### config.mk
export PLATFORM = sky130hd
export DESIGN_NAME = long_press_gesture_detector_unit
export DESIGN_NICKNAME = d
export VERILOG_FILES = /design/src/rtl/lpgd_pkg.sv /design/src/rtl/long_press_gesture_detector_unit.sv /design/src/rtl/lpgd_drift.sv /design/src/rtl/lpgd_core.sv
export VERILOG_INCLUDE_DIRS = /design/src /design/src/rtl
export SDC_FILE = /design/constraint.sdc
export NUM_CORES = 1
export LEC_CHECK = 0
export BUFFER_PORTS_ARGS = -buffer_cell sky130_fd_sc_hd__buf_2
export CORE_MARGIN = 3
export CORE_UTILIZATION = 67
export CTS_CLUSTER_DIAMETER = 80
export DETAILED_ROUTE_END_ITERATION = 10
export PLACE_DENSITY = 0.95
export SLEW_MARGIN = 20
export SYNTH_ARGS = -nofsm -noshare
export SYNTH_HDL_FRONTEND = slang
export SYNTH_SLANG_ARGS = --single-unit
### constraint.sdc
create_clock -name clk_i -period 27.7 [get_ports clk_i]
set_input_delay 4.155 -clock clk_i [delete_from_list [all_inputs] [get_ports clk_i]]
set_output_delay 4.155 -clock clk_i [all_outputs]
set_load 0.01 [all_outputs]
### src/rtl/long_press_gesture_detector_unit_macros.svh
// Assertion macros shared by the long-press detector RTL.
// Needs a clock named clk_i and an active-low reset named rst_ni in scope.
`ifndef LONG_PRESS_GESTURE_DETECTOR_UNIT_MACROS_SVH
`define LONG_PRESS_GESTURE_DETECTOR_UNIT_MACROS_SVH

// Generic clocked assertion, disabled while reset is active.
`define LPGD_ASSERT(lbl, prop, msg) \
  lbl: assert property (@(posedge clk_i) disable iff (!rst_ni) (prop)) else $error(msg);

// Same-cycle implication built on the generic form.
`define LPGD_ASSERT_IMP(lbl, ante, cons, msg) \
  `LPGD_ASSERT(lbl, (ante) |-> (cons), msg)

// Next-cycle implication built on the generic form.
`define LPGD_ASSERT_NXT(lbl, ante, cons, msg) \
  `LPGD_ASSERT(lbl, (ante) |=> (cons), msg)

`endif

### src/rtl/lpgd_pkg.sv
// Package for the long-press gesture detector: widths, codes and shared types.
// No dependencies; imported by every module of the block.
`default_nettype none

package lpgd_pkg;

  localparam int unsigned PosW    = 12;
  localparam int unsigned IdW     = 9;
  localparam int unsigned CountW  = 4;
  localparam int unsigned TicksW  = 16;
  localparam int unsigned DistW   = 25;
  localparam int unsigned SquareW = 2 * PosW;
  localparam int unsigned ApbAddrW = 3;
  localparam int unsigned ApbDataW = 32;

  localparam logic [TicksW-1:0] MinPressTicksRst = TicksW'(400);
  localparam logic [DistW-1:0]  MaxSqDistanceRst = DistW'(100);
  localparam logic [TicksW-1:0] TicksMax         = '1;

  // Input opcodes.
  typedef enum logic [2:0] {
    OP_BEGIN  = 3'd0,
    OP_END    = 3'd1,
    OP_MOVE   = 3'd2,
    OP_CANCEL = 3'd3,
    OP_TICK   = 3'd4
  } op_e;

  // Recognizer phase.
  typedef enum logic [1:0] {
    PH_IDLE    = 2'd0,
    PH_RECOG   = 2'd1,
    PH_PRESSED = 2'd2
  } phase_e;

  // Result kinds.
  typedef enum logic [1:0] {
    EV_BEGAN   = 2'd0,
    EV_CHANGED = 2'd1,
    EV_ENDED   = 2'd2
  } event_e;

  // Register indexes on the configuration port.
  typedef enum logic {
    REG_MIN_PRESS_TICKS = 1'b0,
    REG_MAX_SQ_DISTANCE = 1'b1
  } reg_e;

  // Configuration handed from the register file to the recognizer.
  typedef struct packed {
    logic [TicksW-1:0] min_press_ticks;
    logic [DistW-1:0]  max_sq_distance;
  } cfg_t;

endpackage

`default_nettype wire

### src/rtl/long_press_gesture_detector_unit.sv
// Long-press gesture detector: top level with the configuration registers.
// Depends on lpgd_pkg and lpgd_core (which uses lpgd_drift).
//
// The detector takes one touch or tick word per clock and answers with at most
// one press word (began, changed or ended) per accepted word, which passes the
// input register and then the result register. The gesture state lives between
// those two registers and is updated in a single pass, so the sustained rate is
// one word per cycle; the input only stalls when a result word waits and the
// output side holds it. The configuration registers (minimum press ticks at 0x0,
// maximum squared drift at 0x4) must be written by the user over the APB-style
// port only while no word is in flight; the block itself does not enforce this.
`default_nettype none

module long_press_gesture_detector_unit
  import lpgd_pkg::*;
(
  input  logic                  clk_i,
  input  logic                  rst_ni,
  // Configuration port.
  input  logic                  psel,
  input  logic                  penable,
  input  logic                  pwrite,
  input  logic [ApbAddrW-1:0]   paddr,
  input  logic [ApbDataW-1:0]   pwdata,
  output logic [ApbDataW-1:0]   prdata,
  output logic                  pready,
  // Input words.
  input  logic                  in_valid_i,
  output logic                  in_stall_o,
  input  logic [2:0]            opcode_i,
  input  logic signed [IdW-1:0] touch_id_i,
  input  logic [CountW-1:0]     touch_count_i,
  input  logic [PosW-1:0]       x_pos_i,
  input  logic [PosW-1:0]       y_pos_i,
  // Result words.
  output logic                  out_valid_o,
  input  logic                  out_stall_i,
  output logic [1:0]            event_kind_o,
  output logic [PosW-1:0]       event_x_o,
  output logic [PosW-1:0]       event_y_o
);

  cfg_t cfg_q;
  reg_e reg_sel;
  logic wr_en;

  assign pready  = 1'b1;
  assign reg_sel = reg_e'(paddr[2]);
  assign wr_en   = psel && penable && pwrite && pready;

  // Register writes, masked to each register's width.
  always_ff @(posedge clk_i or negedge rst_ni) begin
    if (!rst_ni) begin
      cfg_q.min_press_ticks <= MinPressTicksRst;
      cfg_q.max_sq_distance <= MaxSqDistanceRst;
    end else if (wr_en) begin
      case (reg_sel)
        REG_MIN_PRESS_TICKS: cfg_q.min_press_ticks <= pwdata[TicksW-1:0];
        REG_MAX_SQ_DISTANCE: cfg_q.max_sq_distance <= pwdata[DistW-1:0];
        default: begin
        end
      endcase
    end
  end

  // Register reads.
  always_comb begin
    case (reg_sel)
      REG_MIN_PRESS_TICKS: prdata = ApbDataW'(cfg_q.min_press_ticks);
      REG_MAX_SQ_DISTANCE: prdata = ApbDataW'(cfg_q.max_sq_distance);
      default:             prdata = '0;
    endcase
  end

  lpgd_core u_core (
    .clk_i         (clk_i),
    .rst_ni        (rst_ni),
    .cfg_i         (cfg_q),
    .in_valid_i    (in_valid_i),
    .in_stall_o    (in_stall_o),
    .opcode_i      (opcode_i),
    .touch_id_i    (touch_id_i),
    .touch_count_i (touch_count_i),
    .x_pos_i       (x_pos_i),
    .y_pos_i       (y_pos_i),
    .out_valid_o   (out_valid_o),
    .out_stall_i   (out_stall_i),
    .event_kind_o  (event_kind_o),
    .event_x_o     (event_x_o),
    .event_y_o     (event_y_o)
  );

endmodule

`default_nettype wire

### src/rtl/lpgd_drift.sv
// Squared drift of the current touch position from the start position.
// Depends on lpgd_pkg for the position and distance widths.
`default_nettype none

module lpgd_drift
  import lpgd_pkg::*;
(
  input  logic [PosW-1:0]  start_x_i,
  input  logic [PosW-1:0]  start_y_i,
  input  logic [PosW-1:0]  cur_x_i,
  input  logic [PosW-1:0]  cur_y_i,
  output logic [DistW-1:0] sq_dist_o
);

  logic [PosW-1:0]    dx;
  logic [PosW-1:0]    dy;
  logic [SquareW-1:0] dx_sq;
  logic [SquareW-1:0] dy_sq;

  // Absolute differences on each axis.
  assign dx = (cur_x_i > start_x_i) ? (cur_x_i - start_x_i) : (start_x_i - cur_x_i);
  assign dy = (cur_y_i > start_y_i) ? (cur_y_i - start_y_i) : (start_y_i - cur_y_i);

  // Two 12-bit squares and their exact sum.
  assign dx_sq     = SquareW'(dx) * SquareW'(dx);
  assign dy_sq     = SquareW'(dy) * SquareW'(dy);
  assign sq_dist_o = DistW'(dx_sq) + DistW'(dy_sq);

endmodule

`default_nettype wire

### src/rtl/lpgd_core.sv
// Recognizer core: input word register, gesture state and result word register.
// Depends on lpgd_pkg, lpgd_drift and the assertion macro header.
`default_nettype none

`include "long_press_gesture_detector_unit_macros.svh"

module lpgd_core
  import lpgd_pkg::*;
(
  input  logic                 clk_i,
  input  logic                 rst_ni,
  input  cfg_t                 cfg_i,
  input  logic                 in_valid_i,
  output logic                 in_stall_o,
  input  logic [2:0]           opcode_i,
  input  logic signed [IdW-1:0] touch_id_i,
  input  logic [CountW-1:0]    touch_count_i,
  input  logic [PosW-1:0]      x_pos_i,
  input  logic [PosW-1:0]      y_pos_i,
  output logic                 out_valid_o,
  input  logic                 out_stall_i,
  output logic [1:0]           event_kind_o,
  output logic [PosW-1:0]      event_x_o,
  output logic [PosW-1:0]      event_y_o
);

  // Input word register.
  logic               s1_valid_q;
  logic [2:0]         s1_op_q;
  logic [IdW-1:0]     s1_id_q;
  logic [CountW-1:0]  s1_count_q;
  logic [PosW-1:0]    s1_x_q;
  logic [PosW-1:0]    s1_y_q;

  // Gesture state.
  phase_e             phase_q, phase_d;
  logic [PosW-1:0]    start_x_q, start_x_d;
  logic [PosW-1:0]    start_y_q, start_y_d;
  logic [PosW-1:0]    cur_x_q, cur_x_d;
  logic [PosW-1:0]    cur_y_q, cur_y_d;
  logic [IdW-2:0]     tracked_id_q, tracked_id_d;
  logic [TicksW-1:0]  ticks_q, ticks_d;

  // Result word register.
  logic               out_valid_q;
  event_e             out_kind_q;
  logic [PosW-1:0]    out_x_q;
  logic [PosW-1:0]    out_y_q;

  logic               out_free;
  logic               proc_go;
  logic               res_valid;
  event_e             res_kind;
  logic               id_neg;
  logic               id_match;
  logic [DistW-1:0]   sq_dist;

  // The result register can take a word when empty or when its word leaves now.
  assign out_free   = !out_valid_q || !out_stall_i;
  assign proc_go    = s1_valid_q && out_free;
  assign in_stall_o = s1_valid_q && !out_free;

  lpgd_drift u_drift (
    .start_x_i (start_x_q),
    .start_y_i (start_y_q),
    .cur_x_i   (cur_x_q),
    .cur_y_i   (cur_y_q),
    .sq_dist_o (sq_dist)
  );

  assign id_neg   = s1_id_q[IdW-1];
  assign id_match = !id_neg && (s1_id_q[IdW-2:0] == tracked_id_q);

  // Next gesture state and the result word for the registered input word.
  always_comb begin
    phase_d      = phase_q;
    start_x_d    = start_x_q;
    start_y_d    = start_y_q;
    cur_x_d      = cur_x_q;
    cur_y_d      = cur_y_q;
    tracked_id_d = tracked_id_q;
    ticks_d      = ticks_q;
    res_valid    = 1'b0;
    res_kind     = EV_ENDED;
    case (op_e'(s1_op_q))
      OP_BEGIN: begin
        if (!id_neg) begin
          start_x_d    = s1_x_q;
          start_y_d    = s1_y_q;
          cur_x_d      = s1_x_q;
          cur_y_d      = s1_y_q;
          ticks_d      = '0;
          tracked_id_d = s1_id_q[IdW-2:0];
          phase_d      = PH_RECOG;
        end
      end
      OP_END: begin
        if (phase_q != PH_IDLE) begin
          cur_x_d   = s1_x_q;
          cur_y_d   = s1_y_q;
          res_valid = (phase_q == PH_PRESSED);
          phase_d   = PH_IDLE;
        end
      end
      OP_MOVE: begin
        if (phase_q != PH_IDLE) begin
          if (s1_count_q != CountW'(1) || !id_match) begin
            // A foreign move, or one whose touch count is not one, ends the gesture where it was.
            res_valid = (phase_q == PH_PRESSED);
            phase_d   = PH_IDLE;
          end else begin
            cur_x_d   = s1_x_q;
            cur_y_d   = s1_y_q;
            res_valid = (phase_q == PH_PRESSED);
            res_kind  = EV_CHANGED;
          end
        end
      end
      OP_CANCEL: begin
        res_valid = (phase_q == PH_PRESSED);
        phase_d   = PH_IDLE;
      end
      OP_TICK: begin
        if (phase_q == PH_RECOG) begin
          if (ticks_q != TicksMax) begin
            ticks_d = ticks_q + TicksW'(1);
          end
          if (ticks_d >= cfg_i.min_press_ticks && sq_dist < cfg_i.max_sq_distance) begin
            res_valid = 1'b1;
            res_kind  = EV_BEGAN;
            phase_d   = PH_PRESSED;
          end
        end
      end
      default: begin
      end
    endcase
  end

  // Input word register: loads whenever it is not stalled.
  always_ff @(posedge clk_i or negedge rst_ni) begin
    if (!rst_ni) begin
      s1_valid_q <= 1'b0;
    end else if (!in_stall_o) begin
      s1_valid_q <= in_valid_i;
    end
  end

  always_ff @(posedge clk_i) begin
    if (in_valid_i && !in_stall_o) begin
      s1_op_q    <= opcode_i;
      s1_id_q    <= touch_id_i;
      s1_count_q <= touch_count_i;
      s1_x_q     <= x_pos_i;
      s1_y_q     <= y_pos_i;
    end
  end

  // Gesture state advances once per processed word.
  always_ff @(posedge clk_i or negedge rst_ni) begin
    if (!rst_ni) begin
      phase_q      <= PH_IDLE;
      start_x_q    <= '0;
      start_y_q    <= '0;
      cur_x_q      <= '0;
      cur_y_q      <= '0;
      tracked_id_q <= '0;
      ticks_q      <= '0;
    end else if (proc_go) begin
      phase_q      <= phase_d;
      start_x_q    <= start_x_d;
      start_y_q    <= start_y_d;
      cur_x_q      <= cur_x_d;
      cur_y_q      <= cur_y_d;
      tracked_id_q <= tracked_id_d;
      ticks_q      <= ticks_d;
    end
  end

  // Result word register.
  always_ff @(posedge clk_i or negedge rst_ni) begin
    if (!rst_ni) begin
      out_valid_q <= 1'b0;
    end else if (out_free) begin
      out_valid_q <= proc_go && res_valid;
    end
  end

  always_ff @(posedge clk_i) begin
    if (proc_go && res_valid) begin
      out_kind_q <= res_kind;
      out_x_q    <= cur_x_d;
      out_y_q    <= cur_y_d;
    end
  end

  assign out_valid_o  = out_valid_q;
  assign event_kind_o = out_kind_q;
  assign event_x_o    = out_x_q;
  assign event_y_o    = out_y_q;

  // A changed word only comes out of a press that has begun.
  `LPGD_ASSERT_IMP(a_changed_when_pressed, proc_go && res_valid && res_kind == EV_CHANGED, phase_q == PH_PRESSED, "changed word outside a press")
  // A began word always leaves the recognizer in the pressed phase.
  `LPGD_ASSERT_NXT(a_began_to_pressed, proc_go && res_valid && res_kind == EV_BEGAN, phase_q == PH_PRESSED, "began word without entering pressed")
  // An ended word always returns the recognizer to idle.
  `LPGD_ASSERT_NXT(a_ended_to_idle, proc_go && res_valid && res_kind == EV_ENDED, phase_q == PH_IDLE, "ended word without returning to idle")
  // The input side only stalls when both registers are full and the output is held.
  `LPGD_ASSERT_IMP(a_stall_cause, in_stall_o, s1_valid_q && out_valid_q && out_stall_i, "input stalled without a full pipeline")

endmodule

`default_nettype wire
; ---- Word level (Yosys, flattened, before mapping)
; Cells that the tools add are included.
[classes]
add_sub_neg = 6
mul = 2
mux = 35
n_reduce_logical = 26
eq_ne = 15
bitwise = 2
n_lt_le_gt_ge = 4
[op_table]
columns = cell, count
row1 = 2-to-1 mux 12 bit, 10
row2 = 2-to-1 mux 16 bit, 5
row3 = one-hot mux 12 bit (3 select lines), 2
row4 = one-hot mux 32 bit (2 select lines), 1
row5 = multiplier 12 x 12 -> 24 bit, 2
row6 = subtractor 12 bit, 4
row7 = one-hot mux 16 bit (2 select lines), 1
row8 = adder 24 x 24 -> 25 bit, 1
row9 = less-than comparator 25 bit, 1
row10 = greater-than comparator 12 bit, 2
row11 = 2-to-1 mux 2 bit, 10
row12 = adder 16 x 1 -> 16 bit (second input constant), 1
row13 = >= comparator 16 bit, 1
row14 = != test 16 bit (second input constant), 1
row15 = != test 2 x 1 -> 1 bit (second input constant), 5
row16 = one-hot mux 2 bit (5 select lines), 1
row17 = == test 8 bit, 1
row18 = logical AND 1 bit, 8
row19 = AND reduction 8 bit, 1
row20 = == test 3 x 2 -> 1 bit (second input constant), 2
row21 = logical NOT 1 bit, 6
row22 = nonzero test 5 bit, 1
row23 = != test 4 x 1 -> 1 bit (second input constant), 1
row24 = one-hot mux 2 bit (2 select lines), 1
row25 = other kinds (15), 21
[word_totals]
register_bits = 183
input_bits = 82
output_inout_bits = 61

; ---- Longest topological paths before layout
[depth]
word_depth = 10
mapped_depth = 44

; ---- Hierarchy
; A second synthesis with hierarchy kept.
[unflattened]
cells_unflattened = 1908
hier_area_um2 = 19565.0
[modules_own_cells]
columns = module, area_each_um2, cells_each, n_inst
row1 = lpgd_drift, 10537.6, 1215, 1
row2 = lpgd_core, 7091.8, 568, 1
row3 = long_press_gesture_detector_unit, 1935.6, 125, 1

; ---- Worst setup path before layout
; Ideal clock, no wire load.
[synth_path]
path_type = register -> register
start = register u_core.cur_x_q[0]
end = register u_core.out_kind_q[0] (netlist: u_core.event_kind_o[0]), enable pin
t_required_ns = 27.281
t_arrival_ns = 10.842
path_stages_with_launch = 43
setup_time_ns = 0.419
path_slack_ns = 16.439
n_path_buf = 2
path_cell_list = dfrtp_1 > inv_1 > ha_1 > inv_1 > fa_1 > a211oi_2 > o21ai_2 > a31oi_2 > o31ai_4 > buf_6 > nor3_1 > a21oi_1 > xnor2_1 > buf_4 > or2_1 > fa_1 > inv_1 > fa_1 > [7 not listed] > fa_1 > inv_1 > ha_1 > a21o_1 > or3_1 > o211ai_1 > nand2_1 > a311oi_1 > nor2_1 > ha_1 > a21o_1 > a21o_1 > a21o_1 > a21oi_1 > nor2_1 > a2111oi_0 > o211ai_1 > o22ai_1
[synth_via]
elab_chain_len = 10
elab_cells_between_ends = 12
[synth_rtl]
columns = item, line
row1 = from (decl), lpgd_core.sv:39  ; logic [PosW-1:0] cur_x_q, cur_x_d;
row2 = from (signal assigned), lpgd_core.sv:173  ; cur_x_q <= cur_x_d;
row3 = subtractor 12 bit / greater-than comparator 12 bit (equally long branches), lpgd_drift.sv:21  ; assign dx = (cur_x_i > start_x_i) ? (cur_x_i - start_x_i) : (start_x_i - cur_x_i);
row4 = 2-to-1 mux 12 bit (*), lpgd_drift.sv:21
row5 = multiplier 12 x 12 -> 24 bit (*), lpgd_drift.sv:25  ; assign dx_sq = SquareW'(dx) * SquareW'(dx);
row6 = adder 24 x 24 -> 25 bit (*), lpgd_drift.sv:27  ; assign sq_dist_o = DistW'(dx_sq) + DistW'(dy_sq);
row7 = less-than comparator 25 bit (*), lpgd_core.sv:128  ; if (ticks_d >= cfg_i.min_press_ticks && sq_dist < cfg_i.max_sq_distance) begin
row8 = logical AND 1 bit (*), lpgd_core.sv:128
row9 = 2-to-1 mux 1 bit (*), lpgd_core.sv:128
row10 = 2-to-1 mux 1 bit (*), lpgd_core.sv:124  ; if (phase_q == PH_RECOG) begin
row11 = one-hot mux 1 bit (3 select lines) (*), lpgd_core.sv:85  ; case (op_e'(s1_op_q))
row12 = logical AND 1 bit (*), lpgd_core.sv:190  ; if (proc_go && res_valid) begin
row13 = to (signal assigned), lpgd_core.sv:191  ; out_kind_q <= res_kind;
row14 = to (decl), lpgd_core.sv:46  ; event_e out_kind_q;
; Mark *: on every way between the ends. The rest lies on a longest branch, timed or not.
; A chain may end at the register's enable or synchronous reset.

; ---- Final worst setup path
[layout_path]
start = register u_core.cur_y_q[0]
end = register u_core.out_x_q[10] (netlist: u_core.event_x_o[10]), enable pin
[layout_via]
elab_chain_len = 10
elab_cells_between_ends = 12
[layout_rtl]
columns = item, line
row1 = from (decl), lpgd_core.sv:40  ; logic [PosW-1:0] cur_y_q, cur_y_d;
row2 = from (signal assigned), lpgd_core.sv:174  ; cur_y_q <= cur_y_d;
row3 = subtractor 12 bit / greater-than comparator 12 bit (equally long branches), lpgd_drift.sv:22  ; assign dy = (cur_y_i > start_y_i) ? (cur_y_i - start_y_i) : (start_y_i - cur_y_i);
row4 = 2-to-1 mux 12 bit (*), lpgd_drift.sv:22
row5 = multiplier 12 x 12 -> 24 bit (*), lpgd_drift.sv:26  ; assign dy_sq = SquareW'(dy) * SquareW'(dy);
row6 = adder 24 x 24 -> 25 bit (*), lpgd_drift.sv:27
row7 = less-than comparator 25 bit (*), lpgd_core.sv:128
row8 = logical AND 1 bit (*), lpgd_core.sv:128
row9 = 2-to-1 mux 1 bit (*), lpgd_core.sv:128
row10 = 2-to-1 mux 1 bit (*), lpgd_core.sv:124
row11 = one-hot mux 1 bit (3 select lines) (*), lpgd_core.sv:85
row12 = logical AND 1 bit (*), lpgd_core.sv:190
row13 = to (signal assigned), lpgd_core.sv:192  ; out_x_q <= cur_x_d;
row14 = to (decl), lpgd_core.sv:47  ; logic [PosW-1:0] out_x_q;
; Marked as above.

==> impl_metrics.yaml <==
run_status:
  status: "complete, no violations"
drt:
  dr.pass1.iters: 6
  drc: 0
  wirelength_microns: 44410
  detail-route-antenna-nets: 0
  drtIter0Drc: 1340
  routed-via-count: 14290
  drt-wirelength-per-cell_microns: 18.83
  viasPerCell: 6.059
sta:
  maxSlewHeadroom_pct: 23.67
  setup_tns_ns: 0
  clock_skew_ns: 0.01875
  fmax_ghz: 0.07872
  layout_setup_ws_ns: 15.00
  worst_slew_pin_slew_ns: 1.141
  final_hold_viol_count: 0
  rsz0062_at_grt: "no"
  min_period_over_period_pct: 45.86
  setup_viol: 0
  layout_min_cycle_time_ns: 12.70
  slew_viol_final: 0
setup_path:
  r2r_cells: 41
  crit_family: "adder cells"
  arrival_ns: 12.81
  worstPathMaxFanout: 24
  r2r_end: "u_core.event_x_o[10]"
  cp-start-kind: "register"
  timing.rr.start: "u_core.cur_y_q[0]"
  setup.worst_path.class: "reg2reg"
  crit_path_end_kind: "register"
  path_depth: 41
  cp.required_ns: 27.81
  ff2ff_setup_slack_ns: 15.00
  crit_buf_inv: 8
  cp_slowest_stage_delay_ns: 0.76
  crit_slowest_cell: "xor2_1"
final_layout:
  final_cell_mix: "inv_1 (370), fa_1 (204), ha_1 (194)"
  drive_gt1_share_pct: 16.31
  nNetsFinal: 2454
  synthToLayoutAreaGrowth_pct: 8.306
  final_common_cell: "inv_1"
  diodes: 0
floorplan:
  die_y_microns: 173.0
  dieArea_sq_um: 29940
  pin_count: 143
  row_count: 60
  die_w_microns: 173.0
  initial_core_util_pct: 68.79
  coreArea_sq_um: 27180
placed_design:
  io_buffers: 125
  dp_slack_ns: 15.69
  gp_congestion: 0.9291
  dp_hpwl_microns: 32330
clock_tree:
  insertion_delay_ns: 0.46
  clock-sinks: 183
  cts_max_path_buffers: 2
  cts_hold_buf: 0
  htree_num_levels: 4
  post_cts_buffers: 0
  cts_tree: "built"
  cts_root_buf: "clkbuf_16"
  path_clk_slew_ns: 0.07
  cts_repair_resize_count: 0
  cts_buffers: 17
logic_synthesis:
  synth_cell_type_count: 86
  syn_inst: 1866
  synth_edf_count: 66
  synth_flop_cell: "dfrtp_1"
  synth_warnings: 0
  yosysTopAreaCellShare_pct: 21.84
  synthArstFlopShare_pct: 63.93
  synth_area_leader_cell: "fa_1"
  synthTopCellsByArea: "fa_1 (22%), dfrtp_1 (15%), ha_1 (13%)"
  syn-cell-area_sq_um: 18700
  synth_seq_cells: 183
  ys_seq_area_share_pct: 26.30
  syn_avg_cell_area_sq_um: 10.02
hold_path:
  holdPathStages: 1
  min_to: "u_core.start_x_q[11]"
  hold_start: "u_core.start_x_q[11]"
  hp-class: "reg2reg"
job:
  cap_violations: 0
global_routing:
  gr-total-overflow: 0
  antenna_found_initial: 0
  grt_pass1_wl_microns: 73480
  grt_pass1_vias: 15510
  grt_max_degree: 69
  grtUsageTotal_pct: 30.11
[worst max-delay path by stage]
stage	startpoint	end	slack, ns
after floorplan	u_core.cur_x_q[0]	u_core.event_kind_o[0]	16.44
after global placement	u_core.cur_y_q[0]	u_core.event_y_o[0]	15.93
after detailed placement	u_core.cur_y_q[0]	u_core.event_y_o[2]	15.69
after CTS	u_core.cur_y_q[0]	u_core.event_x_o[10]	15.42
after global routing	u_core.cur_y_q[0]	u_core.event_x_o[10]	14.66
final	u_core.cur_y_q[0]	u_core.event_x_o[10]	15.00
[sequential cells by signal (all words and copies together) (netlist names)]
name	cells
u_core.tracked_id_q	8
u_core.s1_y_q	12
cfg_q	41
u_core.start_y_q	12
u_core.s1_x_q	12
u_core.s1_count_q	4
u_core.phase_q	2
u_core.s1_op_q	3
u_core.s1_valid_q	1
u_core.start_x_q	12
u_core.out_valid_o	1
u_core.event_x_o	12
u_core.cur_x_q	12
u_core.s1_id_q	9
u_core.event_y_o	12
u_core.cur_y_q	12
u_core.event_kind_o	2
u_core.ticks_q	16
[cell usage after synthesis, types with 37 or more instances]
cell type,n
mux2_2,81
edfxtp_1,66
nand2_1,126
xnor2_1,37
fa_1,204
a21oi_1,55
inv_1,370
ha_1,194
o21ai_0,80
a21o_1,45
nor2_1,127
dfrtp_1,111
[worst register-to-register path, delay by kind of cell (launching register included)]
kind / cells / cell delay [ns]
buffers and inverters: 8 / 1.24
AND/OR/NAND/NOR: 6 / 0.90
multiplexers: 1 / 0.37
flip-flops: 1 / 0.39
AO/OA/AOI/OAI: 13 / 3.74
adder cells (fa/ha/maj): 11 / 4.69
XOR/XNOR: 2 / 0.99
[metrics by stage]
| step | hold WS [ns] | utilization, % | instance area [sq um] | cells |
|---|---|---|---|---|
| floorplan | 0.4707 | - | 18720 | 1872 |
| global placement | 0.4781 | 72.28 | 19640 | 2327 |
| detailed placement | 0.4957 | 72.28 | 19640 | 2327 |
| CTS | 0.5189 | 74.50 | 20250 | 2359 |
| global route | 0.5316 | 74.51 | 20250 | 2359 |
| finish | 0.5195 | 74.51 | 20250 | 2359 |
[final cells by class]
| cell class | instances | area (sq um) |
|---|---|---|
| Clock inverter | 15 | 177.7 |
| Clock buffer | 17 | 425.4 |
| Timing Repair Buffer | 139 | 733.2 |
| Inverter | 377 | 1420 |
| Tap cell | 372 | 465.4 |
| Fill cell | 1642 | 6928 |
| Sequential cell | 183 | 4917 |
| Multi-Input combinational cell | 1256 | 12110 |
[per-layer routing]
metal	vias to the layer above	track usage (%)	part of all wire, %	wire length, microns
met5	-	0	0	0
li1	6219	-	-	-
met1	7026	35.30	36	16100
met4	0	15.54	5.2	2305
met2	806	53.06	51	22710
met3	243	5.380	7.4	3300
[cells by family (layout without fill, tap and decap cells)]
kind of cell               count (synthesis)  in the layout  synth area share (%)
DFF                                      183            183                 26.30
and+or+nand+nor                          423            423                 10.82
xor gates and xnor gates                  66             66                 3.634
adders and majority gates                398            398                 34.83
buffers and inverters                    433            548                 9.155
other                                      2              8               0.04017
muxes                                     99             99                 5.883
AOI/OAI and AO/OA                        262            262                 9.336
Power is not shown: default switching activity piles up to over one toggle a cycle in this logic, so the estimate is an artifact.
